==> src/design/crng_pkg.sv <==
// Shared constants and types of the combined LCG shuffle random number generator.
`timescale 1ns / 1ps

package crng_pkg;

  localparam logic [31:0] MOD_A       = 32'd2147483563;
  localparam logic [31:0] MOD_B       = 32'd2147483399;
  localparam logic [15:0] MUL_A       = 16'd40014;
  localparam logic [15:0] MUL_B       = 16'd40692;
  // 2^31 mod MOD_A and 2^31 mod MOD_B
  localparam logic [6:0]  FOLD_A      = 7'd85;
  localparam logic [7:0]  FOLD_B      = 8'd249;
  localparam logic [31:0] SAMPLE_WRAP = 32'd2147483562;
  localparam logic [30:0] SECOND_INIT = 31'd123456789;
  localparam logic [30:0] SEED_INIT   = 31'd1;
  localparam logic [23:0] FRAC_MAX    = 24'd16777214;

  typedef enum logic [3:0] {
    ST_IDLE,
    ST_SEED,
    ST_WARM_MUL,
    ST_WARM_RED,
    ST_MUL_A,
    ST_RED_A,
    ST_RED_B,
    ST_SWAP,
    ST_SAMPLE,
    ST_FINISH
  } crng_state_t;

  typedef struct packed {
    logic seed_load;
    logic mul_first;
    logic mul_second;
    logic red_first;
    logic red_second;
    logic warm_step;
    logic slot_est;
    logic slot_mul;
    logic slot_fix;
    logic tbl_swap;
    logic sample_ld;
    logic out_ld;
  } crng_cmd_t;

  typedef struct packed {
    logic first_zero;
    logic cnt_zero;
    logic out_free;
  } crng_status_t;

endpackage

==> src/design/combined_lcg_shuffle_rng.sv <==
// Top level of the combined two-LCG random number generator with shuffle table.
// A new draw is taken only once the last one has been loaded into the output register.
// A reseed (or the first draw after reset) also loads the seed and runs the warm-up that fills the table.
// One multiply-reduce unit steps both generators in turn,
// then the table slot is read and rewritten through its single port.
// Synchronous active-low reset leaves the block unseeded with seed 1; no clearing pass.
`timescale 1ns / 1ps

module combined_lcg_shuffle_rng #(
  parameter int TABLE_DEPTH = 32
) (
  input  logic        clk,
  input  logic        rst_n,
  input  logic        in_valid,
  output logic        in_stall,
  input  logic        in_reseed,
  output logic        out_valid,
  input  logic        out_stall,
  output logic [30:0] out_sample,
  output logic [23:0] out_fraction,
  input  logic        cfg_we,
  input  logic [30:0] cfg_wdata
);

  crng_pkg::crng_cmd_t    cmd;
  crng_pkg::crng_status_t status;

  crng_ctrl u_ctrl (
    .clk       (clk),
    .rst_n     (rst_n),
    .in_valid  (in_valid),
    .in_reseed (in_reseed),
    .in_stall  (in_stall),
    .status    (status),
    .cmd       (cmd)
  );

  crng_dp #(
    .TABLE_DEPTH (TABLE_DEPTH)
  ) u_dp (
    .clk          (clk),
    .rst_n        (rst_n),
    .cmd          (cmd),
    .status       (status),
    .cfg_we       (cfg_we),
    .cfg_wdata    (cfg_wdata),
    .out_stall    (out_stall),
    .out_valid    (out_valid),
    .out_sample   (out_sample),
    .out_fraction (out_fraction)
  );

endmodule

==> src/design/crng_ctrl.sv <==
// Sequencing state machine for seeding, warm-up and draws.
`timescale 1ns / 1ps

module crng_ctrl (
  input  logic                  clk,
  input  logic                  rst_n,
  input  logic                  in_valid,
  input  logic                  in_reseed,
  output logic                  in_stall,
  input  crng_pkg::crng_status_t status,
  output crng_pkg::crng_cmd_t    cmd
);

  crng_pkg::crng_state_t state_r;
  crng_pkg::crng_state_t state_nxt;

  always_ff @(posedge clk) begin
    if (!rst_n) begin
      state_r <= crng_pkg::ST_IDLE;
    end else begin
      state_r <= state_nxt;
    end
  end

  always_comb begin
    state_nxt = state_r;
    cmd       = '0;
    in_stall  = 1'b1;
    case (state_r)
      crng_pkg::ST_IDLE: begin
        in_stall = 1'b0;
        if (in_valid) begin
          if (in_reseed || status.first_zero) begin
            state_nxt = crng_pkg::ST_SEED;
          end else begin
            state_nxt = crng_pkg::ST_MUL_A;
          end
        end
      end
      crng_pkg::ST_SEED: begin
        cmd.seed_load = 1'b1;
        state_nxt     = crng_pkg::ST_WARM_MUL;
      end
      crng_pkg::ST_WARM_MUL: begin
        cmd.mul_first = 1'b1;
        state_nxt     = crng_pkg::ST_WARM_RED;
      end
      crng_pkg::ST_WARM_RED: begin
        cmd.red_first = 1'b1;
        cmd.warm_step = 1'b1;
        if (status.cnt_zero) begin
          state_nxt = crng_pkg::ST_MUL_A;
        end else begin
          state_nxt = crng_pkg::ST_WARM_MUL;
        end
      end
      crng_pkg::ST_MUL_A: begin
        cmd.mul_first = 1'b1;
        cmd.slot_est  = 1'b1;
        state_nxt     = crng_pkg::ST_RED_A;
      end
      crng_pkg::ST_RED_A: begin
        cmd.red_first  = 1'b1;
        cmd.mul_second = 1'b1;
        cmd.slot_mul   = 1'b1;
        state_nxt      = crng_pkg::ST_RED_B;
      end
      crng_pkg::ST_RED_B: begin
        cmd.red_second = 1'b1;
        cmd.slot_fix   = 1'b1;
        state_nxt      = crng_pkg::ST_SWAP;
      end
      crng_pkg::ST_SWAP: begin
        cmd.tbl_swap = 1'b1;
        state_nxt    = crng_pkg::ST_SAMPLE;
      end
      crng_pkg::ST_SAMPLE: begin
        cmd.sample_ld = 1'b1;
        state_nxt     = crng_pkg::ST_FINISH;
      end
      crng_pkg::ST_FINISH: begin
        if (status.out_free) begin
          cmd.out_ld = 1'b1;
          state_nxt  = crng_pkg::ST_IDLE;
        end
      end
      default: begin
        state_nxt = crng_pkg::ST_IDLE;
      end
    endcase
  end

endmodule

==> src/design/crng_dp.sv <==
// Datapath: generator state, shared multiply-reduce unit, shuffle table, slot and fraction logic.
`timescale 1ns / 1ps

module crng_dp #(
  parameter int TABLE_DEPTH = 32
) (
  input  logic                   clk,
  input  logic                   rst_n,
  input  crng_pkg::crng_cmd_t    cmd,
  output crng_pkg::crng_status_t status,
  input  logic                   cfg_we,
  input  logic [30:0]            cfg_wdata,
  input  logic                   out_stall,
  output logic                   out_valid,
  output logic [30:0]            out_sample,
  output logic [23:0]            out_fraction
);

  localparam int SLOT_W = (TABLE_DEPTH > 1) ? $clog2(TABLE_DEPTH) : 1;
  localparam int CNT_W  = $clog2(TABLE_DEPTH + 8);
  localparam int WARM_LAST = TABLE_DEPTH + 7;
  localparam logic [63:0] SLOT_DIV =
    64'(crng_pkg::SAMPLE_WRAP) / 64'(TABLE_DEPTH) + 64'd1;
  localparam logic [63:0] RECIP = (64'd1 << 31) / SLOT_DIV;
  localparam int QW = $clog2(RECIP + 64'd2);
  localparam int PW = 31 + QW;

  function automatic logic [30:0] fold_a(input logic [46:0] p);
    logic [31:0] t;
    t = {1'b0, p[30:0]} + 32'(p[46:31]) * 32'(crng_pkg::FOLD_A);
    if (t >= crng_pkg::MOD_A) t = t - crng_pkg::MOD_A;
    return t[30:0];
  endfunction

  function automatic logic [30:0] fold_b(input logic [46:0] p);
    logic [31:0] t;
    t = {1'b0, p[30:0]} + 32'(p[46:31]) * 32'(crng_pkg::FOLD_B);
    if (t >= crng_pkg::MOD_B) t = t - crng_pkg::MOD_B;
    return t[30:0];
  endfunction

  logic [30:0]       seed_r;
  logic [30:0]       first_r;
  logic [30:0]       second_r;
  logic [30:0]       shuf_r;
  logic [CNT_W-1:0]  cnt_r;
  logic [46:0]       prod_r;
  logic [QW-1:0]     qest_r;
  logic [PW-1:0]     qd_r;
  logic [SLOT_W-1:0] slot_r;
  logic [30:0]       tbl_rd_r;
  logic              out_valid_r;
  logic [30:0]       out_sample_r;
  logic [23:0]       out_frac_r;
  logic [30:0]       tbl_mem [TABLE_DEPTH];

  logic [30:0]       mul_op;
  logic [15:0]       mul_k;
  logic [46:0]       prod_nxt;
  logic [30:0]       red_a;
  logic [30:0]       red_b;
  logic [31:0]       seed_ext;
  logic [31:0]       seed_mod;
  logic [30:0]       seed_nxt;
  logic [PW-1:0]     rcp_prod;
  logic [QW-1:0]     qest_nxt;
  logic [PW-1:0]     qd_nxt;
  logic [PW-1:0]     rem;
  logic [QW:0]       qsum;
  logic [SLOT_W-1:0] slot_nxt;
  logic [31:0]       diff;
  logic [31:0]       samp;
  logic [30:0]       shuf_nxt;
  logic [23:0]       f0;
  logic [24:0]       f1;
  logic [32:0]       chk;
  logic [24:0]       frac25;
  logic [23:0]       frac_nxt;
  logic              tbl_we;
  logic [SLOT_W-1:0] tbl_wa;
  logic [30:0]       tbl_wd;

  // shared multiplier, operand picked by command
  assign mul_op   = cmd.mul_second ? second_r : first_r;
  assign mul_k    = cmd.mul_second ? crng_pkg::MUL_B : crng_pkg::MUL_A;
  assign prod_nxt = 47'(mul_op) * 47'(mul_k);
  assign red_a    = fold_a(prod_r);
  assign red_b    = fold_b(prod_r);

  assign seed_ext = {1'b0, seed_r};
  assign seed_mod = (seed_ext >= crng_pkg::MOD_A) ? seed_ext - crng_pkg::MOD_A : seed_ext;
  assign seed_nxt = (seed_mod == 32'd0) ? crng_pkg::SEED_INIT : seed_mod[30:0];

  // slot = shuf / SLOT_DIV: reciprocal estimate, then one correction
  assign rcp_prod = PW'(shuf_r) * PW'(RECIP);
  assign qest_nxt = rcp_prod[PW-1:31];
  assign qd_nxt   = PW'(qest_r) * PW'(SLOT_DIV);
  assign rem      = PW'(shuf_r) - qd_r;
  assign qsum     = {1'b0, qest_r} + (QW+1)'(rem >= PW'(SLOT_DIV));
  assign slot_nxt = (qsum >= (QW+1)'(TABLE_DEPTH)) ? SLOT_W'(TABLE_DEPTH - 1)
                                                    : qsum[SLOT_W-1:0];

  assign diff     = {1'b0, tbl_rd_r} - {1'b0, second_r};
  assign samp     = (diff[31] || diff == 32'd0) ? diff + crng_pkg::SAMPLE_WRAP : diff;
  assign shuf_nxt = samp[30:0];

  // floor(x*2^24/MOD_A) is x>>7 or one more
  assign f0       = shuf_r[30:7];
  assign f1       = {1'b0, f0} + 25'd1;
  assign chk      = 33'({shuf_r[6:0], 24'd0}) + 33'(f1) * 33'(crng_pkg::FOLD_A);
  assign frac25   = (chk >= 33'h0_8000_0000) ? f1 : {1'b0, f0};
  assign frac_nxt = (frac25 > 25'(crng_pkg::FRAC_MAX)) ? crng_pkg::FRAC_MAX : frac25[23:0];

  assign tbl_we = (cmd.warm_step && (cnt_r < CNT_W'(TABLE_DEPTH))) || cmd.tbl_swap;
  assign tbl_wa = cmd.tbl_swap ? slot_r : cnt_r[SLOT_W-1:0];
  assign tbl_wd = cmd.tbl_swap ? first_r : red_a;

  always_ff @(posedge clk) begin
    if (!rst_n) begin
      seed_r      <= crng_pkg::SEED_INIT;
      first_r     <= '0;
      second_r    <= crng_pkg::SECOND_INIT;
      shuf_r      <= '0;
      cnt_r       <= '0;
      out_valid_r <= 1'b0;
    end else begin
      if (cfg_we) seed_r <= cfg_wdata;
      if (cmd.seed_load) begin
        first_r  <= seed_nxt;
        second_r <= seed_nxt;
        cnt_r    <= CNT_W'(WARM_LAST);
      end
      if (cmd.red_first) first_r <= red_a;
      if (cmd.red_second) second_r <= red_b;
      if (cmd.warm_step) begin
        if (cnt_r == '0) begin
          shuf_r <= red_a;
        end else begin
          cnt_r <= cnt_r - CNT_W'(1);
        end
      end
      if (cmd.sample_ld) shuf_r <= shuf_nxt;
      if (cmd.out_ld) begin
        out_valid_r <= 1'b1;
      end else if (out_valid_r && !out_stall) begin
        out_valid_r <= 1'b0;
      end
    end
  end

  always_ff @(posedge clk) begin
    if (cmd.mul_first || cmd.mul_second) prod_r <= prod_nxt;
    if (cmd.slot_est) qest_r <= qest_nxt;
    if (cmd.slot_mul) qd_r <= qd_nxt;
    if (cmd.slot_fix) slot_r <= slot_nxt;
    if (cmd.out_ld) begin
      out_sample_r <= shuf_r;
      out_frac_r   <= frac_nxt;
    end
  end

  always_ff @(posedge clk) begin
    if (tbl_we) tbl_mem[tbl_wa] <= tbl_wd;
    if (cmd.tbl_swap) tbl_rd_r <= tbl_mem[slot_r];
  end

  assign status.first_zero = (first_r == '0);
  assign status.cnt_zero   = (cnt_r == '0);
  assign status.out_free   = !out_valid_r || !out_stall;

  assign out_valid    = out_valid_r;
  assign out_sample   = out_sample_r;
  assign out_fraction = out_frac_r;

endmodule

==> config.mk <==
export PLATFORM = sky130hd
export DESIGN_NAME = combined_lcg_shuffle_rng
export DESIGN_NICKNAME = d
export VERILOG_FILES = /design/src/design/crng_pkg.sv /design/src/design/combined_lcg_shuffle_rng.sv /design/src/design/crng_ctrl.sv /design/src/design/crng_dp.sv
export SDC_FILE = /design/constraint.sdc
export NUM_CORES = 2
export LEC_CHECK = 0
export BUFFER_PORTS_ARGS = -buffer_cell sky130_fd_sc_hd__buf_4
export CAP_MARGIN = 10
export CORE_MARGIN = 8
export CORE_UTILIZATION = 44
export DETAILED_ROUTE_END_ITERATION = 12
export PLACE_DENSITY = 0.57
export SLEW_MARGIN = 20
export SYNTH_ARGS = -nofsm -noshare
export SYNTH_HDL_FRONTEND = slang
export SYNTH_SLANG_ARGS = --single-unit
==> constraint.sdc <==
create_clock -name clk -period 25.6 [get_ports clk]
set_clock_uncertainty 0.1 [all_clocks]
set_input_delay 3.84 -clock clk [delete_from_list [all_inputs] [get_ports clk]]
set_output_delay 3.84 -clock clk [all_outputs]
set_load 0.005 [all_outputs]
==> implementation parameters <==
Parameter                              Value

Status
  Outcome ... finished, final reports clean

Yosys
  Post-Syn Area ... about 78000 µm²
  Dominant combinational cell family by area after synthesis ... adder cells
  Post-synthesis instance total ... just under 6000
  Dominant synthesized flop cell ... edfxtp_1
  Post-synthesis compound-gate area fraction ... 7.86%
  Adder-cell share of the synthesized area ... around a fifth
  Sequential fraction of the synthesis area ... between 40% and 50%
  Async S/R FF share, synth ... 0%
  Number of synthesized register bits ... about 1300
  Synth Area per Inst ... 13.3 µm²
  Parity-gate share of the synthesized area counting xor and xnor cells ... between 2 and 2.5%
  Net Count, Synth ... 6816
  Simple logic cell fraction of the synthesized area ... 6.84%
  Synthesis warning total ... 0
  Number of enable flip-flop cells after synthesis ... around 1200
  Multiplexer area fraction after synthesis ... between 10% and 20%
  Count of unique library cells instantiated by Yosys ... slightly below 100

Worst setup path
  CP Capture Type ... flip-flop
  Library cell appearing most often on the critical path ... fa_1
  Critical path peak fanout ... 80
  Top cell family by delay on the critical path ... adder cells
  Worst-path cell with the longest stage delay ... buf_4
  CP Buf/Inv Count ... 3
  Setup Crit Path Kind ... reg -> reg
  Critical path's largest stage delay ... around 650 ps
  Critical path required time ... around 26000 ps
  Crit path launch type ... flip-flop
  CP Data Arrival Time ... slightly below 10000 ps

Placed design
  GPL Wtd Cong ... ~0.97
  Detailed placer's ending HPWL ... approximately 160 mm
  Worst Setup Slack post-DPL ... about 16000 ps
  Port bufs ... 93
  Number of cells in the design after placement ... between 8000 and 9000

Global routing
  Grt total ovfl ... 0
  Initial antenna violation count ... 2
  Overall Global Routing Usage ... a little under a quarter
  Number of global-route vias before repair ... 48900
  Pin count of the biggest net entering global routing ... 135
  First-pass GRT wire length ... between 300 and 400 mm

Floorplanning
  Standard-cell rows ... approximately 150
  Initial core utilization ... ~44%
  Die width ... approximately 440 µm
  Number of top-level pins ... 94
  Die extent in y ... 436 µm
  DIE AREA ... roughly 190000 µm²
  Core Region ... 176000 µm²

STA
  FMAX ... approximately 0.11 GHz
  Final worst setup slack ... between 15000 and 20000 ps
  Worst max-slew margin expressed relative to the limit ... 17.0%
  Minimum period implied by the final worst setup slack ... around 9400 ps
  Number of max-slew violations in the final report ... 0
  Hold violation count in the final report ... 0
  Final worst-path cycle share ... between 30% and 40%
  Setup Viol. Count Final ... 0
  Unrepaired setup endpoints after global routing ... no
  Fin Setup TNS ... 0 ps
  Worst-Margin Slew ... 1240 ps

Route
  Via count normalized by instance count ... between 5 and 6
  Routed vias ... 48600
  Drt total wl ... about 220 mm
  Number of detailed-routing iterations run before antenna repair ... 6
  1st-iter DRT viols ... approximately 4600
  Number of DRC violations after detailed routing ... 0
  Average routed wire per standard cell ... 26.7 µm
  Remaining antenna violation count ... 0

Cells and area
  Relative area change from synthesis to final layout ... 11.3%
  Number of nets in the final layout ... slightly below 7000
  Share of final-layout standard cells stronger than drive strength 1 ... about 14%
  Final std cells w/o fill ... ~8400

Clock tree
  Clock root buffer ... clkbuf_16
  CTS resizes ... 0
  CTS buffer count ... around 140
  Hold-fix buffer count after cts ... 0
  CTS Buffer Depth ... 3
  CTS H-Tree Depth ... 4
  Clock insertion delay at the later pin of the skew report ... approximately 800 ps
  Clock sink total ... 1297
  Setup Buffers After CTS ... 0
  Post-CTS clock slew at the launch and capture registers of the worst setup and hold paths ... roughly 60 ps
  TritonCTS clock tree ... yes

Run
  Max-capacitance violation count ... 0

Hold path
  Tightest Hold Check Type ... reg -> reg
[layout make-up]
class | instances | area, µm²
diodes | 2 | 5.00
flip-flops and latches | 1297 | 37600
clock buffers | 180 | 3790
multi-input cells | 3582 | 37000
inverters | 744 | 2790
clock inverters | 80 | 813
well taps | 2340 | 2930
fillers | 15300 | 89200
repair buffers | 208 | 1600
[routing by layer]
layer  up-vias  global-route usage, %  share of wire (%)
met4         2                   9.56                4.6
li1      21600                      -                  -
met5         -                      0             0.0058
met1     25000                   31.1                 42
met2      1612                   37.9                 48
met3       380                   3.72                6.0
[final timing paths]
check	from	endpoint	slack [ps]	depth (start not counted)
worst max-delay path	u_ctrl.state_r[1]	u_dp.prod_r[40]	16150	25
worst min-delay path	u_dp.second_r[8]	u_dp.second_r[8]	370	2
worst min register to register	u_dp.second_r[8]	u_dp.second_r[8]	370	2
worst max register to register	u_ctrl.state_r[1]	u_dp.prod_r[40]	16150	25
[cell usage in the layout (no fill, tap or decap), drive strengths merged, types with 38 or more instances in the layout]
| master | instances |
|---|---|
| edfxtp | 1162 |
| inv | 748 |
| ha | 483 |
| fa | 465 |
| nor2 | 355 |
| mux4 | 310 |
| nand2 | 265 |
| a21oi | 248 |
| buf | 208 |
| o21ai | 194 |
| clkbuf | 180 |
| dfxtp | 135 |
| xnor2 | 123 |
| nand3 | 97 |
| a21o | 96 |
| xor2 | 84 |
| clkinv | 64 |
| nor3 | 62 |
| nand2b | 49 |
| mux2i | 47 |
| nand4 | 46 |
| o21a | 41 |
| mux2 | 41 |
| and3 | 38 |
[worst reg2reg max path, cell delays in order, from the launching register on]
cell	delay, ps
dfxtp_1	590
nor2b_1	190
nand2_2	230
buf_4	660
nand2_1	230
o21ai_1	480
fa_1	570
fa_1	550
inv_1	50
fa_1	470
fa_1	490
inv_1	50
fa_1	500
fa_1	490
ha_1	370
a21o_1	200
a21o_1	180
a21o_1	180
or4_1	400
a211oi_1	340
o31ai_1	190
o31ai_1	470
nor2_1	110
o41ai_1	650
o21ai_0	230
xor2_1	190
[metrics by stage]
step                hold slack [ps]  instance area, µm²  util, %
global route                    409               86500     49.2
finish                          373               86500     49.2
global placement                345               81800     46.5
CTS                             370               86400     49.2
detailed placement              358               81800     46.6
floorplan                       335               77700        -
[cells in the mapped netlist, drive strengths merged, types with 38 or more instances]
cell    count  area share (%)
nor2      355             1.7
nor3       62            0.41
clkbuf    167            0.81
nand4      46            0.37
dfxtp     135             3.5
a21oi     248             1.6
xor2       84            0.95
inv       743             3.6
a21o       96            0.93
fa        465              12
xnor2     123             1.4
o21ai     194             1.3
mux2       41            0.59
buf        41            0.22
and3       38            0.31
ha        483             7.8
o21a       41            0.40
mux4      310             9.0
nand3      97            0.63
edfxtp   1162              45
nand2b     49            0.39
mux2i      47            0.61
nand2     265             1.3
[logic make-up after synthesis]
group / count (synthesis)
DFF: 1297
and+or+nand+nor: 1100
buffers and inverters: 952
adders and majority gates: 948
AOI/OAI and AO/OA: 929
muxes: 398
xor gates and xnor gates: 207
[flip-flops by register name (all words and copies together), names as in the netlist]
register,cells
u_dp.tbl_mem,992
u_dp.prod_r,46
u_dp.first_r,31
u_dp.out_sample,31
u_dp.second_r,31
u_dp.seed_r,31
u_dp.shuf_r,31
u_dp.tbl_rd_r,31
u_dp.qd_r,28
u_dp.out_fraction,24
u_dp.cnt_r,6
u_dp.qest_r,5
u_dp.slot_r,5
u_ctrl.state_r,4
u_dp.out_valid,1
Power is left out: the tool's default activity adds up to more than one toggle a clock period on the data nets, which glitch-free logic cannot reach.
